$ cat config.mk
export PLATFORM = sky130hd
export DESIGN_NAME = c3cb_result_fifo
export DESIGN_NICKNAME = d
export VERILOG_FILES = /design/src/design/c3cb_pkg.sv /design/src/design/c3cb_result_fifo.sv
export SDC_FILE = /design/constraint.sdc
export NUM_CORES = 1
export LEC_CHECK = 0
export BUFFER_PORTS_ARGS = -buffer_cell sky130_fd_sc_hd__buf_2
export CORE_ASPECT_RATIO = 1.5
export CORE_MARGIN = 3
export CORE_UTILIZATION = 60
export DETAILED_ROUTE_END_ITERATION = 12
export MAX_ROUTING_LAYER = met4
export PLACE_DENSITY = 0.81
export SLEW_MARGIN = 30
export SYNTH_ARGS = -nofsm -noshare
export SYNTH_HDL_FRONTEND = slang
export SYNTH_SLANG_ARGS = --single-unit
$ cat constraint.sdc
create_clock -name clk -period 7.3 [get_ports clk]
set_input_delay 0.365 -clock clk [delete_from_list [all_inputs] [get_ports clk]]
set_output_delay 0.365 -clock clk [all_outputs]
set_load 0.1 [all_outputs]
$ cat src/design/c3cb_pkg.sv
// shared types, constants and helpers for the 3x3 clamp-border convolution
package c3cb_pkg;

  localparam int OUT_W        = 35;
  localparam int COEF_W       = 16;
  localparam int COEF_ROW_W   = 3 * COEF_W;
  localparam int FW_W         = 11;
  localparam int PADDR_W      = 5;
  localparam int PDATA_W      = 64;
  localparam int REG_IDX_W    = 2;
  localparam int REG_OFFSET_W = 3;

  localparam int FIFO_DEPTH = 16;
  localparam int FIFO_AW    = $clog2(FIFO_DEPTH);
  localparam int FIFO_CW    = $clog2(FIFO_DEPTH + 1);
  localparam int PEND_W     = FIFO_CW + 1;

  localparam logic OP_PIXEL = 1'b0;
  localparam logic OP_FLUSH = 1'b1;

  localparam logic [REG_IDX_W-1:0] REG_FRAME_WIDTH  = 2'd0;
  localparam logic [REG_IDX_W-1:0] REG_COEFF_TOP    = 2'd1;
  localparam logic [REG_IDX_W-1:0] REG_COEFF_MIDDLE = 2'd2;
  localparam logic [REG_IDX_W-1:0] REG_COEFF_BOTTOM = 2'd3;

  localparam logic [FW_W-1:0]       FRAME_WIDTH_RST   = 11'd1024;
  localparam logic [COEF_ROW_W-1:0] COEFF_TOP_RST     = 48'h0;
  localparam logic [COEF_ROW_W-1:0] COEFF_MIDDLE_RST  = 48'h0000_0100_0000;
  localparam logic [COEF_ROW_W-1:0] COEFF_BOTTOM_RST  = 48'h0;

  typedef struct packed {
    logic [FW_W-1:0]                 frame_width;
    logic [2:0][COEF_ROW_W-1:0]      coeff;
  } c3cb_cfg_t;

  typedef struct packed {
    logic a_valid;
    logic a_last;
    logic a_eof;
    logic b_valid;
  } c3cb_flags_t;

  typedef struct packed {
    logic signed [OUT_W-1:0] value;
    logic                    last;
    logic                    eof;
  } c3cb_result_t;

  function automatic logic [1:0] flag_count(c3cb_flags_t f);
    return {1'b0, f.a_valid} + {1'b0, f.b_valid};
  endfunction

endpackage

$ cat src/design/c3cb_result_fifo.sv
// result queue taking up to two beats per cycle and giving one while ready is high
module c3cb_result_fifo (
  input  logic                             clk,
  input  logic                             rst,
  input  logic [1:0]                       push_cnt,
  input  c3cb_pkg::c3cb_result_t           push0,
  input  c3cb_pkg::c3cb_result_t           push1,
  output logic                             valid,
  input  logic                             ready,
  output c3cb_pkg::c3cb_result_t           head,
  output logic [c3cb_pkg::FIFO_CW-1:0]     count
);
  import c3cb_pkg::*;

  c3cb_result_t       mem [FIFO_DEPTH];
  logic [FIFO_AW-1:0] wptr;
  logic [FIFO_AW-1:0] wptr_inc;
  logic [FIFO_AW-1:0] rptr;
  logic               pop;

  assign valid    = (count != '0);
  assign pop      = valid && ready;
  assign head     = mem[rptr];
  assign wptr_inc = wptr + 1'b1;

  always_ff @(posedge clk) begin
    if (rst) begin
      wptr  <= '0;
      rptr  <= '0;
      count <= '0;
    end else begin
      wptr  <= wptr + FIFO_AW'(push_cnt);
      if (pop) begin
        rptr <= rptr + 1'b1;
      end
      count <= count + FIFO_CW'(push_cnt) - FIFO_CW'(pop);
    end
  end

  always_ff @(posedge clk) begin
    if (push_cnt != 2'd0) begin
      mem[wptr] <= push0;
    end
    if (push_cnt == 2'd2) begin
      mem[wptr_inc] <= push1;
    end
  end

endmodule

Yosys cells after proc, flatten, opt, wreduce, memory -nomap -nowiden --
Memory sizes are Yosys's and may differ from the RTL's. A register that Yosys moved wholly into a read port is not among the register bits. Index checks and enable logic that the tools add are counted.
Storage, ports and cells: bits in registers 13, bits in writable memories 592, word-level logic and storage cells 19, memories kept 1
Cells by class: add/subtract/negate cells 5, equal/unequal tests 1, muxes and demuxes 6, reductions and logical operators 3
Memories:
- mem | words 16, width 37, read ports 1, clocked after Yosys merged registers in 1, wr ports 2, line c3cb_result_fifo.sv:15 | c3cb_result_t mem [FIFO_DEPTH];
Operator list (count):
- 4-bit by 1-bit adder with 4-bit output, second input constant | 2
- 4-bit 2-to-1 mux | 2
- 5-bit by 2-bit adder with 5-bit output | 1
- 5-bit nonzero test | 1
- 5-bit by 1-bit subtractor with 5-bit output | 1
- 4-bit by 2-bit adder with 4-bit output | 1
- 1-bit 2-to-1 mux | 4
- 2-bit equality test, second input constant | 1
- 2-bit nonzero test | 1
- 1-bit logical AND | 1

Logic depth before layout (Yosys ltp) --
depth after elaboration 4, mapped depth 14, depth with buffers taken out 13

Worst setup path after synthesis --
OpenSTA, ideal clock, no wires.
path type register to register, start register count[2] in the netlist's numbering, end register count[4] in the netlist's numbering, library setup time 0.070 ns, arrival 4.210 ns, data required time 7.230 ns, path slack 3.020 ns, cell stages (with the launch flop) 15, clock period less this slack 4.280 ns, cell sequence dfxtp_1 > inv_1 > ha_1 > or4b_2 > clkbuf_1 > nand2_1 > inv_1 > ha_1 > inv_1 > ha_1 > fa_1 > a21oi_1 > nor2_1 > or3_1 > a21oi_1
Between the ends: word-level cells in the longest chain between the ends 3, elaborated cells between the ends (all ways) 4, classes of those cells add/sub: 2; reduce/logical: 2
Ends and longest elaborated chain:
- from (decl) | line c3cb_result_fifo.sv:11 | output logic [c3cb_pkg::FIFO_CW-1:0] count
- from (signal assigned) | line c3cb_result_fifo.sv:36 | count <= count + FIFO_CW'(push_cnt) - FIFO_CW'(pop);
- 5-bit nonzero test | line c3cb_result_fifo.sv:21 | assign valid = (count != '0);
- named net valid | line c3cb_result_fifo.sv:8 | output logic valid,
- 1-bit logical AND | line c3cb_result_fifo.sv:22 | assign pop = valid && ready;
- 5-bit by 1-bit subtractor with 5-bit output | line c3cb_result_fifo.sv:36
The timed path passes the listed nets, and every way through them passes these cells. A chain may end at the register's enable or synchronous reset.

==> results.md <==
* Std cell rows at 100
* Sw Ratio at 32.2%
* Synth Area in Compound Gates at 2.03%
* Max-cap violations at 0
* Final slew viol count at 0
* # port buffers at roughly 120
* CP cell instances: buf_4 -> mux4_2 -> a22oi_1 -> nand2_1 -> buf_2
* Commonest non-fill, non-tap cell in the layout: edfxtp_1
* Post-CTS Setup Bufs at 0
* Root Driver: clkbuf_16
* Layout cells sized above 1 at 54.9%
* Min Tclk post-route at between 4 and 5 ns
* Syn Area/Cell at 17.4 sq um
* Die W at 190 um
* Slew at the pin closest to its max-slew limit at 1.01 ns
* FILL cells at about 3,400
* FF-to-FF End: count[4]
* Fraction of synthesized area in multiplexers at about a third
* Vias per inst at between 6 and 7
* Global route overflow at 0
* YS warnings at 0
* Clock Skew at 0.0105 ns
* Setup crit end: head[33]
* DR WL/cell at 32.0 um
* H-Tree Depth at 2
* Largest family of logic cells by synthesized area: multiplexers
* CTS max path bufs at 3
* Worst Setup End Kind: output port
* RR Startpoint: count[2]
* Sequential share of the synthesized area at 59.2%
* Arrival @ worst endpoint at 3.66 ns
* R2r setup slk at between 4 and 5 ns
* Vias in the first global route at 18,300
* Worst-path fanout max at 58
* PwrDens at 287 nW/um^2
* Die H at ~280 um
* Adder-cell share of the synthesized area at 0.540%
* LEAKAGE at 11.0 nW
* Net switching power at 3.09 mW
* Drt first pass iters at 5
* Hold-fix buffers, CTS at 0
* Net count, final at 1,893
* Multi-input gate area at approximately 12,000 sq um
* Post-synth EDFFs at 592
* Register bit total from synthesis at 609
* Startpoint Class: register
* Cell-internal power at 6.49 mW
* Final std cells w/o fill at between 2,000 and 3,000
* Simple-gate share of the synthesized area at approximately 2%
* Fin crit share at between 50% and 60%
* Async SR Flop Fraction at 0%
* Outcome: complete, no violations
* Reg area at 18,100 sq um
* Antenna viol nets, final at 0
* TNS Setup at 0 ns
* Starting Density at 61.2%
* Synthesis-to-finish area growth at 9.15%
* First-pass GRT wire length at 119 mm
* Worst skew pair latency at roughly 0.60 ns
* Final core occ at 66.8%
* Slew HR at 32.4%
* Residual DRC at 0
* WS Path Type: reg2out
* DPL Wire Length at 42.4 mm
* Total CTS buffers at 55
* Gpl congestion at 0.791
* CP required at 6.93 ns
* RSZ-0062 raised after global routing: false
* Post-CTS sizing at 0
* Worst path bufs/invs at 2
* Post-Syn Nets at about 1,900
* FF-to-FF path depth at 13
* Total GRT Usage at 31.4%
* Post-synthesis cell type count at 42
* Clock sink count at 609
* Placed cell area at 31,700 sq um
* Die area at 53,800 sq um
* Maximum VDD drop at 0.285 mV
* Sequential share of power at 43.3%
* Mapped Area at 30,600 sq um
* Post-Synth XOR/XNOR Area at 0.229%
* Core area at ~50,000 sq um
* Clk pin slew, worst setup/hold paths at 0.06 ns
* Clock power frac at 29.5%
* Ports at around 120
* Crit-path max cell delay at 0.99 ns
* Synth Flop Type: edfxtp_1
* Post-synthesis cell count at ~1,800
* Largest net degree at the start of global routing at 91
* Placed Cells at 2,408
* Initial antenna violation count at 15
* Commonest non-fill, non-tap cells in the layout: edfxtp_1 (592), mux2_2 (554), mux4_2 (148)
* Initial DRC count at about 2,200
* Hold/Removal Path Class: in2reg
* Combinational power share at 27.2%
* Top delay family on crit path: buffers and inverters
* WP depth at 5
* Via count at 17,300
* Hold Vio Cnt, Final at 0
* CTS tree: built
* Setup-failing EPs final at 0
* Slowest cell on crit path: dfxtp_4
* Design Area, Final at 33,400 sq um
* Final Routed Wirelength at roughly 81 mm
* Fmax at about 250 MHz
[per-stage QoR]
step / hold WS (ns) / setup WS [ns] / power (mW)
floorplan: 0.434 / 3.02 / 6.29
global placement: 0.503 / 3.94 / 6.80
detailed placement: 0.531 / 3.89 / 6.85
CTS: 0.0791 / 3.26 / 9.62
global route: 0.106 / 3.18 / 9.89
finish: 0.0856 / 3.28 / 9.58
[cell families after synthesis]
kind of cell,count (synthesis)
AOI/OAI and AO/OA,85
xor gates and xnor gates,8
adders and majority gates,12
buffers and inverters,193
DFF,609
muxes,741
and+or+nand+nor,114
[power groups by stage]
stage                     Sequential (mW)  Clock, mW  Combinational, mW
after floorplan                      4.22          0               2.07
after global placement               4.22          0               2.58
after detailed placement             4.23          0               2.62
after CTS                            4.16       2.84               2.62
after global routing                 4.17       2.98               2.74
final                                4.15       2.82               2.61
[final cells by class]
| type | instances | share of cell area [%] |
|---|---|---|
| Clock buffer | 72 | 4.37 |
| Antenna cell | 17 | 0.127 |
| Multi-Input combinational cell | 960 | 35.1 |
| Sequential cell | 609 | 54.3 |
| Timing Repair Buffer | 163 | 2.79 |
| Inverter | 13 | 0.146 |
| Tap cell | 663 | 2.48 |
| Clock inverter | 27 | 0.734 |
[synth_stat cells, types with 5 or more instances]
| cell | instances | area share, % |
|---|---|---|
| a21oi_1 | 5 | 0.082 |
| a22oi_1 | 74 | 1.8 |
| buf_1 | 5 | 0.061 |
| buf_2 | 49 | 0.80 |
| buf_4 | 10 | 0.25 |
| buf_6 | 11 | 0.40 |
| clkbuf_1 | 105 | 1.3 |
| dfxtp_1 | 17 | 1.1 |
| edfxtp_1 | 592 | 58 |
| ha_1 | 10 | 0.41 |
| inv_1 | 13 | 0.16 |
| mux2_1 | 8 | 0.29 |
| mux2_2 | 554 | 20 |
| mux2_4 | 30 | 1.5 |
| mux4_2 | 148 | 11 |
| nand2_1 | 44 | 0.54 |
| nand2_2 | 9 | 0.18 |
| nor2_1 | 26 | 0.32 |
| nor2b_1 | 7 | 0.14 |
| xor2_1 | 5 | 0.14 |
[registers in the layout (all words and copies together), names as in the netlist, named ones only]
| name | flops |
|---|---|
| count | 5 |
| wptr | 4 |
| mem | 592 |
| rptr | 4 |
[worst min-delay path by stage]
stage | depth (start not counted) | to | slack, ns | from
after detailed placement | 2 | rptr[2] | 0.53 | rptr[2]
after floorplan | 1 | count[4] | 0.43 | rst
final | 2 | wptr[1] | 0.09 | rst
after global placement | 2 | register | 0.50 | rptr[3]
after CTS | 2 | wptr[1] | 0.08 | rst
after global routing | 2 | wptr[1] | 0.11 | rst
[metal layers]
metal,global-route usage [%],part of all wire (%)
met5,-,0
met4,12.4,4.2
met3,5.29,8.9
met2,51.5,50
met1,39.4,37
No activity file was read; power rests on OpenSTA's default activity.
