===== config.mk =====
export PLATFORM = sky130hd
export DESIGN_NAME = c3cb_cfg_regs
export DESIGN_NICKNAME = d
export VERILOG_FILES = /design/src/design/c3cb_pkg.sv /design/src/design/c3cb_cfg_regs.sv
export SDC_FILE = /design/constraint.sdc
export NUM_CORES = 1
export LEC_CHECK = 0
export BUFFER_PORTS_ARGS = -buffer_cell sky130_fd_sc_hd__buf_2
export CORE_MARGIN = 2
export CORE_UTILIZATION = 39
export DETAILED_ROUTE_END_ITERATION = 16
export GPL_TIMING_DRIVEN = 0
export MAX_ROUTING_LAYER = met4
export PLACE_DENSITY = 0.73
export SLEW_MARGIN = 5
export SYNTH_ARGS = -nofsm -noshare
export SYNTH_HDL_FRONTEND = slang
export SYNTH_SLANG_ARGS = --single-unit
export TNS_END_PERCENT = 30

===== constraint.sdc =====
create_clock -name clk -period 2.49 [get_ports clk]
set_input_delay 0.249 -clock clk [delete_from_list [all_inputs] [get_ports clk]]
set_output_delay 0.249 -clock clk [all_outputs]
set_load 0.02 [all_outputs]

===== src/design/c3cb_pkg.sv =====
// shared types, constants and helpers for the 3x3 clamp-border convolution
package c3cb_pkg;

  localparam int OUT_W        = 35;
  localparam int COEF_W       = 16;
  localparam int COEF_ROW_W   = 3 * COEF_W;
  localparam int FW_W         = 11;
  localparam int PADDR_W      = 5;
  localparam int PDATA_W      = 64;
  localparam int REG_IDX_W    = 2;
  localparam int REG_OFFSET_W = 3;

  localparam int FIFO_DEPTH = 16;
  localparam int FIFO_AW    = $clog2(FIFO_DEPTH);
  localparam int FIFO_CW    = $clog2(FIFO_DEPTH + 1);
  localparam int PEND_W     = FIFO_CW + 1;

  localparam logic OP_PIXEL = 1'b0;
  localparam logic OP_FLUSH = 1'b1;

  localparam logic [REG_IDX_W-1:0] REG_FRAME_WIDTH  = 2'd0;
  localparam logic [REG_IDX_W-1:0] REG_COEFF_TOP    = 2'd1;
  localparam logic [REG_IDX_W-1:0] REG_COEFF_MIDDLE = 2'd2;
  localparam logic [REG_IDX_W-1:0] REG_COEFF_BOTTOM = 2'd3;

  localparam logic [FW_W-1:0]       FRAME_WIDTH_RST   = 11'd1024;
  localparam logic [COEF_ROW_W-1:0] COEFF_TOP_RST     = 48'h0;
  localparam logic [COEF_ROW_W-1:0] COEFF_MIDDLE_RST  = 48'h0000_0100_0000;
  localparam logic [COEF_ROW_W-1:0] COEFF_BOTTOM_RST  = 48'h0;

  typedef struct packed {
    logic [FW_W-1:0]                 frame_width;
    logic [2:0][COEF_ROW_W-1:0]      coeff;
  } c3cb_cfg_t;

  typedef struct packed {
    logic a_valid;
    logic a_last;
    logic a_eof;
    logic b_valid;
  } c3cb_flags_t;

  typedef struct packed {
    logic signed [OUT_W-1:0] value;
    logic                    last;
    logic                    eof;
  } c3cb_result_t;

  function automatic logic [1:0] flag_count(c3cb_flags_t f);
    return {1'b0, f.a_valid} + {1'b0, f.b_valid};
  endfunction

endpackage


===== src/design/c3cb_cfg_regs.sv =====
// apb configuration registers: frame width and the three kernel rows
module c3cb_cfg_regs (
  input  logic                              clk,
  input  logic                              rst,
  input  logic                              psel,
  input  logic                              penable,
  input  logic                              pwrite,
  input  logic [c3cb_pkg::PADDR_W-1:0]      paddr,
  input  logic [c3cb_pkg::PDATA_W-1:0]      pwdata,
  output logic [c3cb_pkg::PDATA_W-1:0]      prdata,
  output logic                              pready,
  output c3cb_pkg::c3cb_cfg_t               cfg
);
  import c3cb_pkg::*;

  logic                 wr;
  logic [REG_IDX_W-1:0] idx;

  assign pready = 1'b1;
  assign wr     = psel && penable && pwrite;
  assign idx    = paddr[PADDR_W-1:REG_OFFSET_W];

  always_ff @(posedge clk) begin
    if (rst) begin
      cfg.frame_width <= FRAME_WIDTH_RST;
      cfg.coeff[0]    <= COEFF_TOP_RST;
      cfg.coeff[1]    <= COEFF_MIDDLE_RST;
      cfg.coeff[2]    <= COEFF_BOTTOM_RST;
    end else if (wr) begin
      case (idx)
        REG_FRAME_WIDTH:  cfg.frame_width <= pwdata[FW_W-1:0];
        REG_COEFF_TOP:    cfg.coeff[0]    <= pwdata[COEF_ROW_W-1:0];
        REG_COEFF_MIDDLE: cfg.coeff[1]    <= pwdata[COEF_ROW_W-1:0];
        REG_COEFF_BOTTOM: cfg.coeff[2]    <= pwdata[COEF_ROW_W-1:0];
        default: begin
        end
      endcase
    end
  end

  always_comb begin
    case (idx)
      REG_FRAME_WIDTH:  prdata = PDATA_W'(cfg.frame_width);
      REG_COEFF_TOP:    prdata = PDATA_W'(cfg.coeff[0]);
      REG_COEFF_MIDDLE: prdata = PDATA_W'(cfg.coeff[1]);
      REG_COEFF_BOTTOM: prdata = PDATA_W'(cfg.coeff[2]);
      default:          prdata = '0;
    endcase
  end

endmodule


# Word level (Yosys, flattened, before mapping)
# Cells that the tools add are included.
# totals
register_bits,155
in_bits,74
output_inout_bits,220
elab_cells,15
# classes
n_eq_ne,3
n_mux,1
n_reduce_logical,7
# ops
operator,n
64-bit case mux with 4 select lines,1
2-bit AND reduction,4
"2-bit equality test, second input constant",2
"2-bit by 1-bit equality test with 1-bit output, second input constant",1
1-bit logical AND,2
2-bit zero test,1

# Logic depth before layout (Yosys ltp)
# Gate-level depths: netlist of run 1.
# logic_depth
depth_word,3
mapped_depth,7
mapped_depth_nobuf,3

# Least setup slack after synthesis of run 1
# OpenSTA, ideal clock, no wires.
# synth_path
path_type,in2out
from,input port paddr[3] (netlist bit)
to,output port prdata[33] (netlist bit)
arrival_ps,1268
required_time_ps,2241
path_slack_ps,973
path_stages,5
n_path_buf,3
path_cell_list,buf_6 -> buf_6 -> buf_2 -> mux2_2 -> a22o_1
# synth_via
elab_chain_len,2
word_cells_on_any_way,5
cone_classes,eq/ne (3); mux (1); reduce/logical (1)
# synth_lines
element,line_no,text
"start, declared",c3cb_cfg_regs.sv:8,"input logic [c3cb_pkg::PADDR_W-1:0] paddr,"
"2-bit equality test, or another cell as far along",c3cb_cfg_regs.sv:42,case (idx)
64-bit case mux with 4 select lines (*),c3cb_cfg_regs.sv:42,
"end, declared",c3cb_cfg_regs.sv:10,"output logic [c3cb_pkg::PDATA_W-1:0] prdata,"
# Every way passes the cells marked *; elsewhere a longest branch is shown, timed or not. The select of a mux whose other input is x is not followed.

# Final worst setup path of run 1
# layout_path
from,input port paddr[4] (netlist bit)
to,output port prdata[36] (netlist bit)
# Same word-level chain as after synthesis.

==> impl_results.md, run 1 <==
* Layout Utilization at 0.517
* Die Width at 142 um
* Largest cells by area after synthesis: dfxtp_1 (42%), mux2i_1 (14%), nand2b_1 (13%), o21ai_0 (6.2%), mux2_2 (5.6%)
* Clock sink total at 155
* Initial antenna violation count at 0
* Synth warn at 0
* CTS tree: built
* Setup CP Type: primary input to primary output
* Most numerous cell in the Yosys netlist: dfxtp_1
* Post-DP Area at 0.00908 sq mm
* Post-route minimum period at 1.91 ns
* Worst reg-to-reg setup slack at 1.69 ns
* Row cnt at 50
* R2r endpoint: cfg[71]$_SDFFE_PP0P_
* WL per Instance at 17.9 um
* Biggest register: cfg
* Vias at 6351
* Hold buffer count at CTS at 0
* WHS at 0.0935 ns
* Main synth FF type: dfxtp_1
* # DRC at 0
* Setup TNS Final at 0 ns
* Detailed Route WL at 22800 um
* Tot Pwr at 5.75 mW
* Via/cell ratio at 4.99
* Drt pass-1 iters at 4
* GP Congestion at 0.756
* RSZ-0062 raised after global routing: no
* Worst slack at placement at 0.604 ns
* DRT antenna net count at 0
* Max_slew headroom at 0.506
* Die Ht at 142 um
* CP Capture Type: primary output
* Maximum capacitance violations at 0
* Die area at 0.0203 sq mm
* Top cell type's share of synthesized area at 0.416
* Mapped Area at 0.00746 sq mm
* Endpoints failing setup at 0
* Status: completed
* # nets final at 1101
* Clock Latency Late Sink at 0.42 ns
* PortBufs at 254
* Iteration-0 DRC Markers at 307
* Top cells by instance count after synthesis: dfxtp_1 (155), nand2b_1 (154), mux2i_1 (108)
* CP Cell Sequence: buf_4, buf_2, buf_1, a22o_1, buf_2
* Area grow syn2layout at 29.9%
* Largest area contributor in the netlist: dfxtp_1
* Fin. Hold Viols at 0
* Post-synth cell types at 24
* Cells after DPL at 1242
* Clk buf depth at 2
* Fmax at 524 MHz
* Initial Util at 0.398
* Largest net degree at the start of global routing at 17
* Post-CTS Setup Bufs at 0
* Fin Clk Skew at 0 ns
* Core area at 0.0188 sq mm
* I/O Pins at 294
* Number of global-route vias before repair at 6163
* GRT overflow at 0
* Worst Path Required at 2.24 ns
* Post-synth ARST share at 0
* Max-slew violation count at 0
* Final worst-path cycle share at 0.766
* RR Startpoint: cfg[71]$_SDFFE_PP0P_
* PD cells at 593 mW/mm^2
* Min-delay worst type: primary input to flop
* HPWL after DPL at 16600 um
* Crit. Startpoint: paddr[4]
* Post-synth EDFFs at 0
* CP arrival at 1.66 ns
* Worst setup endpoint: prdata[36]
* CP peak stage delay at 0.54 ns
* Most common cell type on the critical path: buf_2
* Post-Synthesis Cells at 739
* #FFs+latches synth at 155
* Post_cts resized at 0
* Tightest Pin Transition at 0.741 ns
* Mean Syn Cell Area at 10.1 sq um
* Lkg Pwr at 4.75 nW
* Critical Path Slowest Stage Cell: buf_1
* Critical Path Fanout Max at 10
* Reg clk slew, reported paths at 0.07 ns
* Gr usage total at 0.227
* Sequential area share after synthesis at 0.416
* Post-route insts no fill at 1274
* Final Cell Area at 0.00969 sq mm
* Ant. Diodes at 0
* CP Launch Type: primary input
* R2R depth at 3
* Max FFs per register at 155
* First-pass GRT wire length at 34400 um
* Peak VDD IR at 448 uV
* Htree depth at 4
* Clock tree root buffer cell: clkbuf_16
* Regs by FF count: cfg x155
* Final WS setup at 0.582 ns
* CTS buffer count at 17
* Share of layout cells above drive strength 1 at 0.370
[cell type report]
class | count | area [sq um]
Fill cell | 1784 | 9070
Multi-Input combinational cell | 517 | 3940
Sequential cell | 155 | 3100
Timing Repair Buffer | 254 | 1270
Buffer | 82 | 479
Clock buffer | 19 | 443
Tap cell | 234 | 293
Clock inverter | 13 | 166
[logic make-up after synthesis]
| logic type | Yosys count | synth area share |
|---|---|---|
| AND/OR/NAND/NOR | 213 | 0.179 |
| AO/OA/AOI/OAI | 131 | 0.106 |
| buffers and inverters | 82 | 0.0642 |
| other | 2 | 0.00101 |
| multiplexers | 156 | 0.234 |
| flip-flops | 155 | 0.416 |
[routing by layer]
metal / GRT usage / wire, um
met5: - / 0
met3: 0.0407 / 1140
met4: 0.0542 / 192
met1: 0.285 / 10400
met2: 0.380 / 11100
[report_power, final]
part	switching, mW	leakage [nW]	internal, mW
clock	1.08	0.278	1.61
sequential	0.0258	1.25	2.51
combinational	0.318	3.22	0.208
[worst max-delay path: cells and delay by family]
kind,cells,cell delay (ns)
AO/OA/AOI/OAI,1,0.23
buffers and inverters,4,1.17
[placed cells by master (no fill, tap or decap), types with 3 or more instances in the layout]
| cell type | netlist | routed |
|---|---|---|
| a22o_1 | 37 | 37 |
| buf_1 | 3 | 3 |
| buf_2 | 15 | 269 |
| buf_4 | 22 | 22 |
| buf_6 | 9 | 9 |
| bufinv_16 | 0 | 3 |
| clkbuf_1 | 31 | 32 |
| clkbuf_16 | 0 | 17 |
| clkinvlp_4 | 0 | 6 |
| conb_1 | 2 | 17 |
| dfxtp_1 | 155 | 155 |
| mux2_2 | 37 | 37 |
| mux2i_1 | 108 | 108 |
| mux4_2 | 11 | 11 |
| nand2b_1 | 154 | 154 |
| nor2_1 | 5 | 5 |
| nor2b_1 | 47 | 47 |
| o21ai_0 | 93 | 93 |
[worst min-delay path by stage]
| stage | startpoint | end | slack [ns] | depth (start not counted) |
|---|---|---|---|---|
| floorplan | pwdata[24] | cfg[72]$_SDFFE_PP1P_ | 0.41 | 2 |
| global placement | cfg[129]$_SDFFE_PP0P_ | cfg[129]$_SDFFE_PP0P_ | 0.47 | 2 |
| detailed placement | cfg[4]$_SDFFE_PP0P_ | cfg[4]$_SDFFE_PP0P_ | 0.48 | 2 |
| CTS | pwdata[24] | cfg[72]$_SDFFE_PP1P_ | 0.08 | 3 |
| global route | pwdata[24] | cfg[72]$_SDFFE_PP1P_ | 0.1 | 3 |
| finish | pwdata[24] | cfg[72]$_SDFFE_PP1P_ | 0.09 | 3 |
No activity file was read; power rests on OpenSTA's default activity.
==> run 2: changes to the inputs <==
- ABC_AREA: unset -> 1
- PLACE_DENSITY: 0.73 -> 0.76
- clock period: 2.49 -> 1.7 ns (I/O delays scaled with it)
==> impl_results.md, run 2 <==
* PD cells at 918 mW/mm^2
* GP Congestion at 0.871
* Clock sink total at 155
* Critical Path Fanout Max at 10
* Htree depth at 4
* Most numerous cell in the Yosys netlist: nand2_1
* Mapped Area at 0.00730 sq mm
* Commonest non-fill, non-tap cells in the layout: nand2_1 (314), nor2_1 (309), buf_2 (290)
* Biggest register: cfg
* Lkg Pwr at 5.00 nW
* Setup TNS Final at 0 ns
* Gr usage total at 0.267
* Part of the power in registers at 0.430
* PortBufs at 257
* Via/cell ratio at 4.93
* Die Width at 141 um
* Drt pass-1 iters at 7
* Regs by FF count: cfg x155
* I/O Pins at 294
* RR Startpoint: cfg[154]$_SDFFE_PP1P_
* Iteration-0 DRC Markers at 545
* CP arrival at 1.51 ns
* Max-slew violation count at 0
* Clk buf depth at 2
* Internal power at 6.43 mW
* Final Cell Area at 0.00957 sq mm
* Largest cells by area after synthesis: dfxtp_1 (43%), nand2_1 (16%), nor2_1 (16%), nand3_1 (13%), buf_2 (2.7%)
* Fmax at 594 MHz
* Initial antenna violation count at 2
* #FFs+latches synth at 155
* # DRC at 0
* WL per Instance at 15.5 um
* # nets final at 1509
* Number of global-route vias before repair at 7484
* CTS tree: built
* Crit. Startpoint: paddr[4]
* Worst setup endpoint: prdata[9]
* Final worst-path cycle share at 0.990
* First-pass GRT wire length at 40200 um
* Synth warn at 0
* Main synth FF type: dfxtp_1
* Largest area contributor in the netlist: dfxtp_1
* Largest net degree at the start of global routing at 17
* Share of layout cells above drive strength 1 at 0.254
* CTS buffer count at 17
* Top cell type's share of synthesized area at 0.425
* Die Ht at 141 um
* CP Launch Type: primary input
* Layout filler cell count at 1859
* RSZ-0062 raised after global routing: yes
* Reg clk slew, reported paths at 0.06 ns
* Most common cell after layout, fill and taps aside: nand2_1
* Post-synth ARST share at 0
* Min-delay worst type: primary input to flop
* DRT antenna net count at 0
* Layout Utilization at 0.517
* Post-synth EDFFs at 0
* Tot Pwr at 8.79 mW
* R2r endpoint: cfg[154]$_SDFFE_PP1P_
* GRT overflow at 0
* R2R depth at 2
* Worst reg-to-reg setup slack at 1.04 ns
* Fin. Hold Viols at 0
* Post-DP Area at 0.00893 sq mm
* Row cnt at 50
* Max FFs per register at 155
* HPWL after DPL at 18800 um
* Post-route insts no fill at 1684
* Fin Clk Skew at 0 ns
* NetSw at 2.36 mW
* Switching share of power at 0.269
* WHS at 0.00787 ns
* Endpoints failing setup at 0
* Status: completed
* Tightest Pin Transition at 0.637 ns
* Post-Synthesis Cells at 1143
* Post-CTS Setup Bufs at 0
* Worst Path Required at 1.53 ns
* Post-route minimum period at 1.68 ns
* Vias at 8304
* CP Capture Type: primary output
* Clk pwr share at 0.449
* Clock tree root buffer cell: clkbuf_16
* Setup CP Type: primary input to primary output
* Clock Latency Late Sink at 0.42 ns
* Top cells by instance count after synthesis: nand2_1 (314), nor2_1 (309), nand3_1 (193)
* Mean Syn Cell Area at 6.39 sq um
* Maximum capacitance violations at 0
* Initial Util at 0.394
* Detailed Route WL at 26100 um
* Post-synth cell types at 17
* Core area at 0.0185 sq mm
* Worst slack at placement at -0.123 ns
* Cells after DPL at 1649
* Sequential area share after synthesis at 0.425
* Final WS setup at 0.0169 ns
* Area grow syn2layout at 31.1%
* Combinational share of power at 0.121
* Max_slew headroom at 0.575
* Die area at 0.0198 sq mm
* Peak VDD IR at 705 uV
run 2: timing repair:
item / 4_1_cts / 5_1_grt
gates cloned: 0 / 0
hold endpoints to repair: 1 / 0
pin swaps: 0 / 0
resized for setup: 2 / 6
hold buffers: 1 / 0
endpoints found under the setup margin: 8 / 26
run 2: how the worst min path moves through the flow:
stage	startpoint	end	slack, ns	depth (start not counted)
2_1_floorplan	pwdata[10]	cfg[154]$_SDFFE_PP1P_	0.30	2
3_3_place_gp	pwdata[10]	cfg[154]$_SDFFE_PP1P_	0.43	3
3_5_place_dp	pwdata[10]	cfg[154]$_SDFFE_PP1P_	0.43	3
4_1_cts	pwdata[24]	cfg[72]$_SDFFE_PP1P_	0.007	3
5_1_grt	pwdata[24]	cfg[72]$_SDFFE_PP1P_	0.003	3
6_report	pwdata[24]	cfg[72]$_SDFFE_PP1P_	0.008	3
run 2: metal layers:
metal  global-route usage  part of all wire  up-vias
met2                0.434              0.48      346
met3               0.0465             0.068       38
met5                    -                 0        -
met1                0.339              0.44     3819
met4               0.0900             0.019        0
li1                     -                 -     4101
run 2: cells by family (layout without fill, tap and decap cells):
family / Yosys count / after routing / share of synthesized area
AO/OA/AOI/OAI: 2 / 2 / 0.00137
other: 2 / 19 / 0.00103
flip-flops: 155 / 155 / 0.425
buffers and inverters: 151 / 441 / 0.104
AND/OR/NAND/NOR: 833 / 833 / 0.469
run 2: worst max-delay path, stage by stage:
cell and delay [ns]:
buf_2 0.15, nor2_1 0.21, clkbuf_1 0.50, nand2_1 0.17
nand4_1 0.14, buf_2 0.17
run 2: area by class of cell:
type,count,area [sq um],share of cell area
plain buffers,98,579,0.0605
well taps,234,293,0.0306
flip-flops and latches,155,3100,0.324
repair buffers,258,1300,0.135
clock buffers,21,460,0.0481
inverters,53,199,0.0208
multi-input cells,852,3490,0.365
clock inverters,11,141,0.0148
diodes,2,5.00,0.000523
run 2: power by group through the flow:
stage	Clock (mW)	Sequential, mW	Combinational, mW
after CTS	3.98	3.78	1.06
after floorplan	0	3.94	0.580
after detailed placement	0	3.86	1.05
final	3.95	3.78	1.07
after global routing	4.16	3.79	1.17
after global placement	0	3.86	1.04
==> run 3: changes to the inputs <==
- ABC_AREA: 1 -> 0
==> impl_results.md, run 3 (synthesis results as in run 1) <==
* RSZ-0062 raised after global routing: no
* Switching share of power at 0.246
* Register area at 0.00310 sq mm
* Final worst-path cycle share at 0.954
* Layout filler cell count at 1717
* # nets final at 1102
* Min-delay worst type: primary input to flop
* Setup CP Type: primary input to primary output
* Peak VDD IR at 665 uV
* Tot Pwr at 8.47 mW
* CP arrival at 1.45 ns
* Final Cell Area at 0.00973 sq mm
* Via/cell ratio at 5.02
* WHS at 0.0306 ns
* Biggest register: cfg
* Combinational share of power at 0.091
* Status: completed
* Die Ht at 142 um
* Clk buf depth at 2
* Number of global-route vias before repair at 6206
* Reg clk slew, reported paths at 0.06 ns
* Row cnt at 50
* Die Width at 142 um
* CP peak stage delay at 0.32 ns
* Endpoints failing setup at 0
* Commonest non-fill, non-tap cells in the layout: buf_2 (266), dfxtp_1 (155), nand2b_1 (154)
* CP Launch Type: primary input
* Tightest Pin Transition at 0.634 ns
* DRT antenna net count at 0
* Iteration-0 DRC Markers at 269
* Layout Utilization at 0.519
* CP Capture Type: primary output
* Fin. Hold Viols at 0
* Max-slew violation count at 0
* Worst reg-to-reg setup slack at 0.86 ns
* First-pass GRT wire length at 34600 um
* Final WS setup at 0.0786 ns
* GP Congestion at 0.836
* RR Startpoint: cfg[76]$_SDFFE_PP0P_
* Gr usage total at 0.227
* Area grow syn2layout at 30.4%
* Internal power at 6.39 mW
* Clock sink total at 155
* Buf+Inv Stages, Crit Path at 5
* Regs by FF count: cfg x155
* Most common cell after layout, fill and taps aside: buf_2
* CTS buffer count at 17
* Largest net degree at the start of global routing at 17
* GRT overflow at 0
* Share of layout cells above drive strength 1 at 0.373
* Detailed Route WL at 22800 um
* PortBufs at 254
* Worst Path Required at 1.53 ns
* Lkg Pwr at 4.78 nW
* # DRC at 0
* Fmax at 617 MHz
* Footprint of the multi-input gates at 0.00394 sq mm
* Post-route minimum period at 1.62 ns
* NetSw at 2.08 mW
* CP Cell Sequence: buf_6, buf_6, buf_4, clkbuf_4, mux4_2, buf_2
* Clk pwr share at 0.470
* Most common cell type on the critical path: buf_6
* HPWL after DPL at 16500 um
* Critical Path Fanout Max at 10
* WL per Instance at 17.8 um
* Setup TNS Final at 0 ns
* Max FFs per register at 155
* Die area at 0.0203 sq mm
* Worst min-delay path startpoint: pwdata[10]
* Max_slew headroom at 0.578
* Initial antenna violation count at 2
* Post-DP Area at 0.00908 sq mm
* Vias at 6411
* Crit. Startpoint: paddr[3]
* Worst slack at placement at -0.0809 ns
* Part of the power in registers at 0.439
* CTS tree: built
* Clock Latency Late Sink at 0.42 ns
* Post-CTS Setup Bufs at 0
* Drt pass-1 iters at 4
* Fin Clk Skew at 0 ns
* Clock tree root buffer cell: clkbuf_16
* Core area at 0.0188 sq mm
* Cells after DPL at 1242
* PD cells at 871 mW/mm^2
* Critical Path Slowest Stage Cell: mux4_2
* Maximum capacitance violations at 0
* Htree depth at 4
* Largest delay share family, worst path: buffers and inverters
* Initial Util at 0.398
* Post-route insts no fill at 1277
* I/O Pins at 294
## run 3: cell types whose count changed in the layout (fill, tap and decap cells not counted), moves of 49 or more
cell	previous run	this run
mux2i_1	0	108
nor2_1	309	5
nand3_1	193	1
nand2_1	314	1
nand2b_1	0	154
o21ai_0	2	93
inv_1	49	0
## run 3: worst register-to-register path, stage by stage (launching register included)
cell and delay, ns:
dfxtp_1 0.37, nor2b_1 0.19, o21ai_0 0.12, o21ai_1 0.10
## run 3: cell type report
cell class,instances,area share
multi-input combinational,517,0.405
sequential,155,0.319
timing repair buffer,255,0.132
buffer,82,0.0506
clock buffer,20,0.0469
tap,234,0.0301
clock inverter,12,0.0167
antenna,2,0.000514
## run 3: path summary, 6_finish.rpt
kind	to	cells past startpoint
setup / recovery	prdata[9]	6
hold / removal	cfg[154]$_SDFFE_PP1P_	3
setup reg to reg	cfg[76]$_SDFFE_PP0P_	3
hold reg to reg	cfg[9]$_SDFFE_PP0P_	2
## run 3: what timing repair did
item / CTS / global route
setup endpoints to repair: 5 / 15
resized for setup: 3 / 4
hold buffers: 1 / 0
endpoints found under the hold margin: 1 / 0
## run 3: power groups by stage
stage	registers (mW)	logic (mW)	clock network (mW)
after global routing	3.72	0.833	4.19
after CTS	3.72	0.774	4.04
after detailed placement	3.80	0.767	0
final	3.72	0.771	3.99
after global placement	3.80	0.761	0
after floorplan	3.85	0.446	0
## run 3: metal layers
metal | global-route usage | part of all wire
met1 | 0.287 | 0.45
met2 | 0.377 | 0.49
met3 | 0.0370 | 0.048
met4 | 0.0625 | 0.014
met5 | - | 0
